--- config.mk ---
export PLATFORM = sky130hd
export DESIGN_NAME = irc_blend
export DESIGN_NICKNAME = d
export VERILOG_FILES = /design/src/rtl/core/imu_roll_complementary_filter_defines.svh /design/src/rtl/core/irc_pkg.sv /design/src/rtl/core/irc_blend.sv
export SDC_FILE = /design/constraint.sdc
export NUM_CORES = 2
export LEC_CHECK = 0
export BUFFER_PORTS_ARGS = -buffer_cell sky130_fd_sc_hd__buf_2
export CAP_MARGIN = 20
export CORE_MARGIN = 4
export CORE_UTILIZATION = 63
export DETAILED_ROUTE_END_ITERATION = 6
export PLACE_DENSITY = 0.81
export SYNTH_ARGS = -nofsm -noshare
export SYNTH_HDL_FRONTEND = slang
export SYNTH_SLANG_ARGS = --single-unit
--- constraint.sdc ---
create_clock -name clk -period 11.99 [get_ports clk]
set_input_delay 1.7985 -clock clk [delete_from_list [all_inputs] [get_ports clk]]
set_output_delay 1.7985 -clock clk [all_outputs]
set_load 0.02 [all_outputs]
--- src/rtl/core/imu_roll_complementary_filter_defines.svh ---
// Assertion macros shared by the roll filter RTL.
`ifndef IMU_ROLL_COMPLEMENTARY_FILTER_DEFINES_SVH
`define IMU_ROLL_COMPLEMENTARY_FILTER_DEFINES_SVH

// Same-cycle implication, checked out of reset.
`define IRC_ASSERT_IMPL(label, clk, rst_n, ante, cons) \
    label: assert property (@(posedge clk) disable iff (!rst_n) (ante) |-> (cons)) \
        else $error("%m: same-cycle check failed");

// Next-cycle implication, checked out of reset.
`define IRC_ASSERT_NEXT(label, clk, rst_n, ante, cons) \
    label: assert property (@(posedge clk) disable iff (!rst_n) (ante) |=> (cons)) \
        else $error("%m: next-cycle check failed");

`endif

--- src/rtl/core/irc_pkg.sv ---
// Shared constants, types and the arctangent table of the roll filter.
`timescale 1ns / 1ps
`default_nettype none

package irc_pkg;

    // Sample fields and configuration widths
    localparam int SAMPLE_W   = 16;
    localparam int ALPHA_W    = 16;
    localparam int SCALE_W    = 24;
    localparam int CFG_IDX_W  = 1;
    localparam int CFG_DATA_W = 24;

    localparam logic [ALPHA_W-1:0] ALPHA_RESET = 16'd58982;
    localparam logic [SCALE_W-1:0] SCALE_RESET = 24'd327862;

    // Register indexes
    localparam logic [CFG_IDX_W-1:0] REG_BLEND_ALPHA     = 1'b0;
    localparam logic [CFG_IDX_W-1:0] REG_GYRO_STEP_SCALE = 1'b1;

    // CORDIC
    localparam int CORDIC_STEPS   = 16;
    localparam int ATAN_LEN       = 24;
    localparam int CORDIC_ITERS   = (CORDIC_STEPS < ATAN_LEN) ? CORDIC_STEPS : ATAN_LEN;
    localparam int ITER_W         = $clog2(ATAN_LEN);
    localparam int ATAN_W         = 21;
    localparam int CW             = 27;   // x/y datapath, inputs scaled by 256
    localparam int ZW             = 26;   // angle accumulator, 1/32768 degree
    localparam int HALF_TURN_FINE = 180 * 32768;
    localparam int ACCEL_ROLL_LIMIT = 23040;

    // Blend datapath
    localparam int MUL_W    = 25;
    localparam int PROD_W   = 2 * MUL_W;
    localparam int INC_W    = 41;         // gyro_x * scale
    localparam int INC_LO_W = 24;
    localparam int MIX_W    = 60;
    localparam int FRAC_SH  = 40;
    localparam int ANG_SH   = 24;

    typedef logic signed [SAMPLE_W-1:0] sample_t;

    typedef struct packed {
        logic busy;
        logic done;
    } unit_status_t;

    typedef enum logic [2:0] {
        OP_GYRO_INC,
        OP_ROLL,
        OP_ACCEL,
        OP_INC_LO,
        OP_INC_HI
    } blend_op_t;

    typedef enum logic [1:0] {
        ST_IDLE,
        ST_ANGLE,
        ST_BLEND,
        ST_HOLD
    } top_state_t;

    // atan(2^-i) in 1/32768 degree, rounded to nearest
    function automatic logic [ATAN_W-1:0] atan_fine(input logic [ITER_W-1:0] idx);
        logic [ATAN_W-1:0] v;
        case (idx)
            5'd0:    v = 21'd1474560;
            5'd1:    v = 21'd870484;
            5'd2:    v = 21'd459940;
            5'd3:    v = 21'd233473;
            5'd4:    v = 21'd117189;
            5'd5:    v = 21'd58652;
            5'd6:    v = 21'd29333;
            5'd7:    v = 21'd14667;
            5'd8:    v = 21'd7334;
            5'd9:    v = 21'd3667;
            5'd10:   v = 21'd1833;
            5'd11:   v = 21'd917;
            5'd12:   v = 21'd458;
            5'd13:   v = 21'd229;
            5'd14:   v = 21'd115;
            5'd15:   v = 21'd57;
            5'd16:   v = 21'd29;
            5'd17:   v = 21'd14;
            5'd18:   v = 21'd7;
            5'd19:   v = 21'd4;
            5'd20:   v = 21'd2;
            5'd21:   v = 21'd1;
            default: v = 21'd0;
        endcase
        return v;
    endfunction

endpackage

`default_nettype wire

--- src/rtl/core/irc_blend.sv ---
// Complementary blend on one shared 25x25 multiplier, five products in turn.
`timescale 1ns / 1ps
`default_nettype none

module irc_blend (
    input  wire logic                            clk,
    input  wire logic                            rst_n,
    input  wire logic                            start,
    input  wire logic [irc_pkg::ALPHA_W-1:0]     alpha,
    input  wire logic [irc_pkg::SCALE_W-1:0]     scale,
    input  wire irc_pkg::sample_t                roll,
    input  wire irc_pkg::sample_t                accel_roll,
    input  wire irc_pkg::sample_t                gyro,
    output irc_pkg::unit_status_t                status,
    output irc_pkg::sample_t                     roll_new
);
    import irc_pkg::*;

    blend_op_t                op_reg, op_next;
    logic                     phase_reg, phase_next;   // 0: multiply, 1: accumulate
    logic                     busy_reg, busy_next;
    logic                     fin_reg, fin_next;
    logic                     done_reg, done_next;
    logic signed [PROD_W-1:0] prod_reg, prod_next;
    logic signed [INC_W-1:0]  inc_reg, inc_next;
    logic signed [MIX_W-1:0]  mix_reg, mix_next;
    sample_t                  res_reg, res_next;

    logic signed [MUL_W-1:0]  mul_a, mul_b;
    logic signed [MIX_W-1:0]  mix_shr;

    // Operand select for the shared multiplier
    always_comb
    begin
        case (op_reg)
            OP_GYRO_INC:
            begin
                mul_a = MUL_W'(gyro);
                mul_b = $signed({1'b0, scale});
            end
            OP_ROLL:
            begin
                mul_a = $signed(MUL_W'(alpha));
                mul_b = MUL_W'(roll);
            end
            OP_ACCEL:
            begin
                mul_a = $signed(MUL_W'({1'b1, {ALPHA_W{1'b0}}} - {1'b0, alpha}));
                mul_b = MUL_W'(accel_roll);
            end
            OP_INC_LO:
            begin
                mul_a = $signed(MUL_W'(alpha));
                mul_b = $signed(MUL_W'(inc_reg[INC_LO_W-1:0]));
            end
            OP_INC_HI:
            begin
                // upper part of the increment keeps its sign
                mul_a = $signed(MUL_W'(alpha));
                mul_b = MUL_W'($signed(inc_reg[INC_W-1:INC_LO_W]));
            end
            default:
            begin
                mul_a = '0;
                mul_b = '0;
            end
        endcase
    end

    // Sequencer: multiply, then accumulate, for each product
    always_comb
    begin
        op_next    = op_reg;
        phase_next = phase_reg;
        busy_next  = busy_reg;
        fin_next   = 1'b0;
        done_next  = 1'b0;
        prod_next  = prod_reg;
        inc_next   = inc_reg;
        mix_next   = mix_reg;
        res_next   = res_reg;
        mix_shr    = mix_reg >>> FRAC_SH;

        if (start)
        begin
            busy_next  = 1'b1;
            op_next    = OP_GYRO_INC;
            phase_next = 1'b0;
            // Rounding half preloaded
            mix_next   = MIX_W'(1) <<< (FRAC_SH - 1);
        end
        else if (busy_reg && !phase_reg)
        begin
            prod_next  = PROD_W'(mul_a) * PROD_W'(mul_b);
            phase_next = 1'b1;
        end
        else if (busy_reg)
        begin
            phase_next = 1'b0;
            case (op_reg)
                OP_GYRO_INC:
                begin
                    inc_next = prod_reg[INC_W-1:0];
                    op_next  = OP_ROLL;
                end
                OP_ROLL:
                begin
                    mix_next = mix_reg + (MIX_W'(prod_reg) <<< ANG_SH);
                    op_next  = OP_ACCEL;
                end
                OP_ACCEL:
                begin
                    mix_next = mix_reg + (MIX_W'(prod_reg) <<< ANG_SH);
                    op_next  = OP_INC_LO;
                end
                OP_INC_LO:
                begin
                    mix_next = mix_reg + MIX_W'(prod_reg);
                    op_next  = OP_INC_HI;
                end
                OP_INC_HI:
                begin
                    mix_next  = mix_reg + (MIX_W'(prod_reg) <<< ANG_SH);
                    busy_next = 1'b0;
                    fin_next  = 1'b1;
                end
                default:
                begin
                    busy_next = 1'b0;
                end
            endcase
        end

        // Scale down and saturate to the field range
        if (fin_reg)
        begin
            done_next = 1'b1;
            if (mix_shr > MIX_W'(32767))
                res_next = 16'sh7FFF;
            else if (mix_shr < -MIX_W'(32768))
                res_next = 16'sh8000;
            else
                res_next = mix_shr[SAMPLE_W-1:0];
        end
    end

    // Control state
    always_ff @(posedge clk or negedge rst_n)
    begin
        if (!rst_n)
        begin
            op_reg    <= OP_GYRO_INC;
            phase_reg <= 1'b0;
            busy_reg  <= 1'b0;
            fin_reg   <= 1'b0;
            done_reg  <= 1'b0;
        end
        else
        begin
            op_reg    <= op_next;
            phase_reg <= phase_next;
            busy_reg  <= busy_next;
            fin_reg   <= fin_next;
            done_reg  <= done_next;
        end
    end

    // Datapath
    always_ff @(posedge clk)
    begin
        prod_reg <= prod_next;
        inc_reg  <= inc_next;
        mix_reg  <= mix_next;
        res_reg  <= res_next;
    end

    assign status.busy = busy_reg | fin_reg;
    assign status.done = done_reg;
    assign roll_new    = res_reg;

endmodule

`default_nettype wire

Word-level counts from Yosys, hierarchy flattened
Index checks and enable logic that the tools add are counted.
{"block": "classes", "n_addsub": 3, "n_mul": 1, "magnitude_cmp": 2, "eq_ne": 5, "n_mux": 20, "n_bitwise": 3, "reduce_logical": 14}
{"cell": "25-bit one-hot mux with 5 select lines", "count": 1}
{"cell": "60-bit one-hot mux with 2 select lines", "count": 1}
{"cell": "25-bit one-hot mux with 3 select lines", "count": 1}
{"cell": "60-bit by 50-bit adder with 60-bit output", "count": 1}
{"cell": "60-bit adder", "count": 1}
{"cell": "25-bit by 25-bit multiplier with 50-bit output", "count": 1}
{"cell": "20-bit by 16-bit greater-than comparator with 1-bit output, second input constant", "count": 1}
{"cell": "20-bit by 16-bit < comparator with 1-bit output, second input constant", "count": 1}
{"cell": "17-bit by 16-bit subtractor with 18-bit output, first input constant", "count": 1}
{"cell": "16-bit two-way mux", "count": 1}
{"cell": "1-bit two-way mux", "count": 12}
{"cell": "3-bit one-hot mux with 4 select lines", "count": 1}
{"cell": "3-bit two-way mux", "count": 3}
{"cell": "3-bit by 2-bit equality test with 1-bit output, second input constant", "count": 2}
{"cell": "3-bit AND reduction", "count": 2}
{"cell": "3-bit OR reduction", "count": 2}
{"cell": "5-bit nonzero test", "count": 1}
{"cell": "4-bit AND reduction", "count": 1}
{"cell": "2-bit nonzero test", "count": 2}
{"cell": "4-bit OR reduction", "count": 1}
{"cell": "3-bit by 1-bit equality test with 1-bit output, second input constant", "count": 1}
{"cell": "3-bit equality test, second input constant", "count": 1}
{"cell": "3-bit logical NOT", "count": 1}
{"cell": "3-bit nonzero test", "count": 1}
{"cell": "6 further kinds", "count": 7}
{"block": "word_totals", "ff_bits": 174, "input_bits": 91, "out_inout_bits": 18, "word_cells": 57}

Logic depth before layout (Yosys ltp)
{"block": "logic_depth", "depth_word": 6, "mapped_depth": 38, "ltp_nobuf": 37}

Worst setup path before layout
OpenSTA, ideal clock, no wires.
{"block": "synth_timing", "path_kind": "input-to-reg", "startpoint": "input alpha[0] in the netlist's numbering", "endpoint": "register prod_reg[47] (data pin)", "setup_ns": 0.258, "t_arrival_ns": 10.398, "required_ns": 11.732, "slack_ns": 1.334, "path_stages": 38, "n_path_buf": 1, "cell_sequence": "inv_1 > ha_1 > or3b_1 > or3_1 > or3_1 > or3_1 > or3_1 > nor3_2 > o22a_1 > nor2_1 > o31ai_2 > buf_4 > nand2_1 > fa_1 > inv_1 > fa_1 > inv_1 > fa_1 > [2 not listed] > inv_1 > fa_1 > inv_1 > fa_1 > inv_1 > fa_1 > inv_1 > ha_1 > a21oi_1 > o211ai_1 > a21oi_1 > a2111oi_0 > o21a_1 > a31o_2 > a2111oi_0 > o21bai_1 > a21oi_1 > xnor2_1"}
{"block": "synth_via", "elab_chain_cells": 3}
{"item": "start: declaration", "line": "irc_blend.sv:9", "source": "input wire logic [irc_pkg::ALPHA_W-1:0] alpha,"}
{"item": "17-bit by 16-bit subtractor with 18-bit output", "line": "irc_blend.sv:48", "source": "mul_a = $signed(MUL_W'({1'b1, {ALPHA_W{1'b0}}} - {1'b0, alpha}));"}
{"item": "25-bit one-hot mux with 3 select lines (*)", "line": "irc_blend.sv:35", "source": "case (op_reg)"}
{"item": "25-bit by 25-bit multiplier with 50-bit output (*)", "line": "irc_blend.sv:94", "source": "prod_next = PROD_W'(mul_a) * PROD_W'(mul_b);"}
{"item": "end signal: assignment", "line": "irc_blend.sv:171", "source": "prod_reg <= prod_next;"}
{"item": "end: declaration", "line": "irc_blend.sv:24", "source": "logic signed [PROD_W-1:0] prod_reg, prod_next;"}
Every way passes the cells marked *; elsewhere a longest branch is shown, timed or not.
A chain may end at the register's enable or synchronous reset.

Worst setup path after layout
{"block": "layout_timing", "startpoint": "input alpha[1] in the netlist's numbering", "endpoint": "register prod_reg[46] (data pin)"}
The elaborated chain is that of the path after synthesis.

==> summary by stage <==
Outcome
The run finished, with violations left. The checks that failed: DRC.

Global route
The first global-routing pass estimated 147000 µm of wire. The number of antenna violations at the first check in global routing is 3. The via count of the first global-routing pass was 26.6k.

The overall track demand over capacity in global routing is 36.0%. The aggregate global routing overflow is 0. The maximum number of pins on one net before global-route repair is 51.

Routing
The detail route stage leaves a number of antenna-violating nets equal to 0. For this run, design rule violations remaining after detail routing come to 3. After detailed routing, the number of vias per cell comes to 6.11.

The first TritonRoute pass finished after 7 iterations. The routed via count is 26.0k. Wires add up to 92900 µm.

The average detailed-routed wire length per instance is 21.8 µm. The number of DRC markers after the initial detailed-route iteration is 2260.

Synth
Of the synthesized area, sequential elements account for 14.8%. For this run, asynchronously set or reset flops after synthesis account for 4.02%. Among all flip-flop cells after synthesis, the most frequent one is edfxtp_1. The average cell area after synthesis is 8.79 µm². The cell area that synthesis handed to floorplanning was 31000 µm².

The yosys synthesis warning count is 0. The area fraction in compound gates after synthesis is 14.3%. The synthesized-area fraction occupied by and/or/nand/nor cells is 13.9%. The unique cell type count in the Yosys netlist is 82. The synthesized netlist devotes 3.61% of its cell area to XOR and XNOR gates. The dominant combinational cell family by area after synthesis is adder cells. After Yosys synthesis, full adders, half adders and majority gates account for 42.9% of the synthesized area. The count of flip-flops with a built-in enable after synthesis is 107. Synthesis produced a netlist with a net count of 4375.

Synthesis inferred 174 register bits. The number of instances in the synthesized netlist is 3532. The share of synthesized area spent on multiplexers is 1.10%.

STA
The headroom to the max-slew limit is 26.0%. At the pin with the least slew margin, the transition time is 1.11 ns. Setup repair after global routing left no endpoint under its margin. The hold violation count in the final report is 0. The clock arrives with 0.0118 ns of skew.

Dividing the final minimum period by the clock period gives 95.3%. The final count of pins violating max slew came to 0. The time the worst path needs with I/O delays and setup is 11.42 ns. After routing, the total negative slack on setup checks comes to 0 ns. The setup-violating endpoint count in the final report is 0. Timing would allow up to 87.6 MHz.

Worst setup path
The kind of start point of the critical path is an input pin. Data on the critical path arrives at its endpoint at 11.61 ns. The delay of the slowest cell on the worst path is 0.67 ns. The critical path is of the in2reg type. The required time at the worst-slack endpoint is 12.18 ns. The library cell contributing the largest single delay on the critical path is o21ai_0. The worst setup path is captured at a register. The cell repeated most along the worst path is fa_1. The largest driver fanout on the critical path is 6.

Layout
The fraction of final layout cells sized beyond drive strength 1 is 7.71%. The register with the most flip-flops in the layout has 60 of them. The number of antenna cells inserted is 0. The net count reported at finish is 4424. The area growth from synthesis to layout is 6.42%.

Clock network
In this run the post-CTS setup repair buffer count came out at 0. After clock tree synthesis, the clock-pin slew on the worst setup and hold paths is 0.07 ns. The number of instances resized during post-cts repair is 0. The H-tree depth is 4.

The clock net in this run drives a total of 174 sinks. The TritonCTS clock tree is yes. Counting the buffers created by CTS gives 17.

In this run the deepest clock path goes through 2 buffers. The clock latency reported for the late side of the worst-skew pair is 0.46 ns. The number of hold buffers added after cts is 0. The clock root buffer master is clkbuf_16.

Place
Once detailed placement completed, the half-perimeter wirelength came to 75200 µm. Input and output buffers added on the ports amount to 108. The routability congestion estimate from global placement is 1.01.

Floorplanning
Measured along the x axis, the die boundary spans 230 µm. The number of placement rows is 81. For this design the top-level I/O count stands at 109.

The starting density of the core is 63.6%. The floorplan step defined a die boundary enclosing 52900 µm². The floorplan step set the die height to 230 µm.

The core region is 48800 µm².

Flow run
The tool flagged a number of max-cap violations equal to 0.

Worst hold path
The kind of path behind the tightest hold check is reg2reg.
==> stage by stage <==
step	setup WS [ns]	area [µm²]	cells	hold WS (ns)	utilization [%]
6_report	0.568	33000	4258	0.459	67.6
5_1_grt	0.0301	33000	4258	0.487	67.6
4_1_cts	0.705	33000	4256	0.463	67.6
3_5_place_dp	0.261	32500	4224	0.452	66.4
3_3_place_gp	0.363	32500	4224	0.443	66.4
2_1_floorplan	1.33	31000	3532	0.433	-
==> Yosys cell counts, types with 19 or more instances <==
library cell | n | area (µm²)
inv_1 | 618 | 2320
fa_1 | 522 | 10500
nor2_1 | 378 | 1420
nand2_1 | 350 | 1310
ha_1 | 230 | 2880
a21oi_1 | 205 | 1030
clkbuf_1 | 144 | 541
o21ai_0 | 114 | 571
edfxtp_1 | 107 | 3210
a21o_1 | 103 | 773
xnor2_1 | 85 | 744
dfxtp_1 | 60 | 1200
xor2_1 | 43 | 377
nor3_1 | 41 | 205
o21a_1 | 38 | 285
nand3_1 | 36 | 180
nand4_1 | 32 | 200
a211oi_1 | 31 | 233
nand2b_1 | 28 | 175
and2_1 | 26 | 163
o21bai_1 | 25 | 188
mux2i_1 | 24 | 240
a31oi_1 | 21 | 131
nor2b_1 | 21 | 131
o22ai_1 | 19 | 119
==> cell usage in the layout (no fill, tap or decap), drive strengths merged, types with 25 or more instances in the layout <==
master / n
a211oi: 31
a21o: 103
a21oi: 205
and2: 27
buf: 187
dfxtp: 60
edfxtp: 107
fa: 522
ha: 230
inv: 622
nand2: 350
nand2b: 28
nand3: 36
nand4: 32
nor2: 388
nor3: 42
o21a: 38
o21ai: 128
o21bai: 25
xnor2: 85
xor2: 43
==> metal layers <==
layer  up-vias  track usage, %  wire length, µm  share of wire [%]
li1      11534               -                -                  -
met1     12725            46.8            34300                 37
met2      1405            56.3            42000                 45
met3       365            8.40            10100                 11
met4         4            19.8             6430                6.9
met5         -               0               27              0.029
==> final cells by class <==
class                   instances  area, µm²
well taps                     664        831
flip-flops and latches        174       4590
inverters                     620       2330
clock inverters                12        114
clock buffers                  20        447
repair buffers                187       1140
multi-input cells            2581      23600
fillers                      4033      15800
==> cells by family (layout without fill, tap and decap cells) <==
| family | after synthesis | in the layout |
|---|---|---|
| fa+ha+maj | 752 | 752 |
| xor+xnor | 128 | 128 |
| simple gates | 987 | 987 |
| flops | 174 | 174 |
| buf+inv | 777 | 839 |
| compound gates | 685 | 685 |
| mux | 29 | 29 |
==> critical path: cells and delay by family <==
family                     cells  cell delay (ns)
xor gates and xnor gates       1             0.11
and+or+nand+nor               12             2.94
adders and majority gates      9             4.06
buffers and inverters          7             0.71
AOI/OAI and AO/OA              5             2.00
==> path summary, 6_finish.rpt <==
check,from,endpoint,slack [ns],cells past startpoint
worst max-delay path,alpha[1],prod_reg[46]$_DFFE_PP_,0.57,34
worst min-delay path,mix_reg[0]$_SDFFE_PP0P_,mix_reg[0]$_SDFFE_PP0P_,0.46,2
worst max register to register,op_reg[0]$_DFFE_PN0P_,prod_reg[47]$_DFFE_PP_,2.04,26
worst min register to register,mix_reg[0]$_SDFFE_PP0P_,mix_reg[0]$_SDFFE_PP0P_,0.46,2
max in group asynchronous,rst_n,op_reg[0]$_DFFE_PN0P_,10.57,1
min in group asynchronous,rst_n,done_reg$_DFF_PN0_,1.19,1
Power is left out: the tool's default activity adds up to more than one toggle a clock period on the data nets, which glitch-free logic cannot reach.
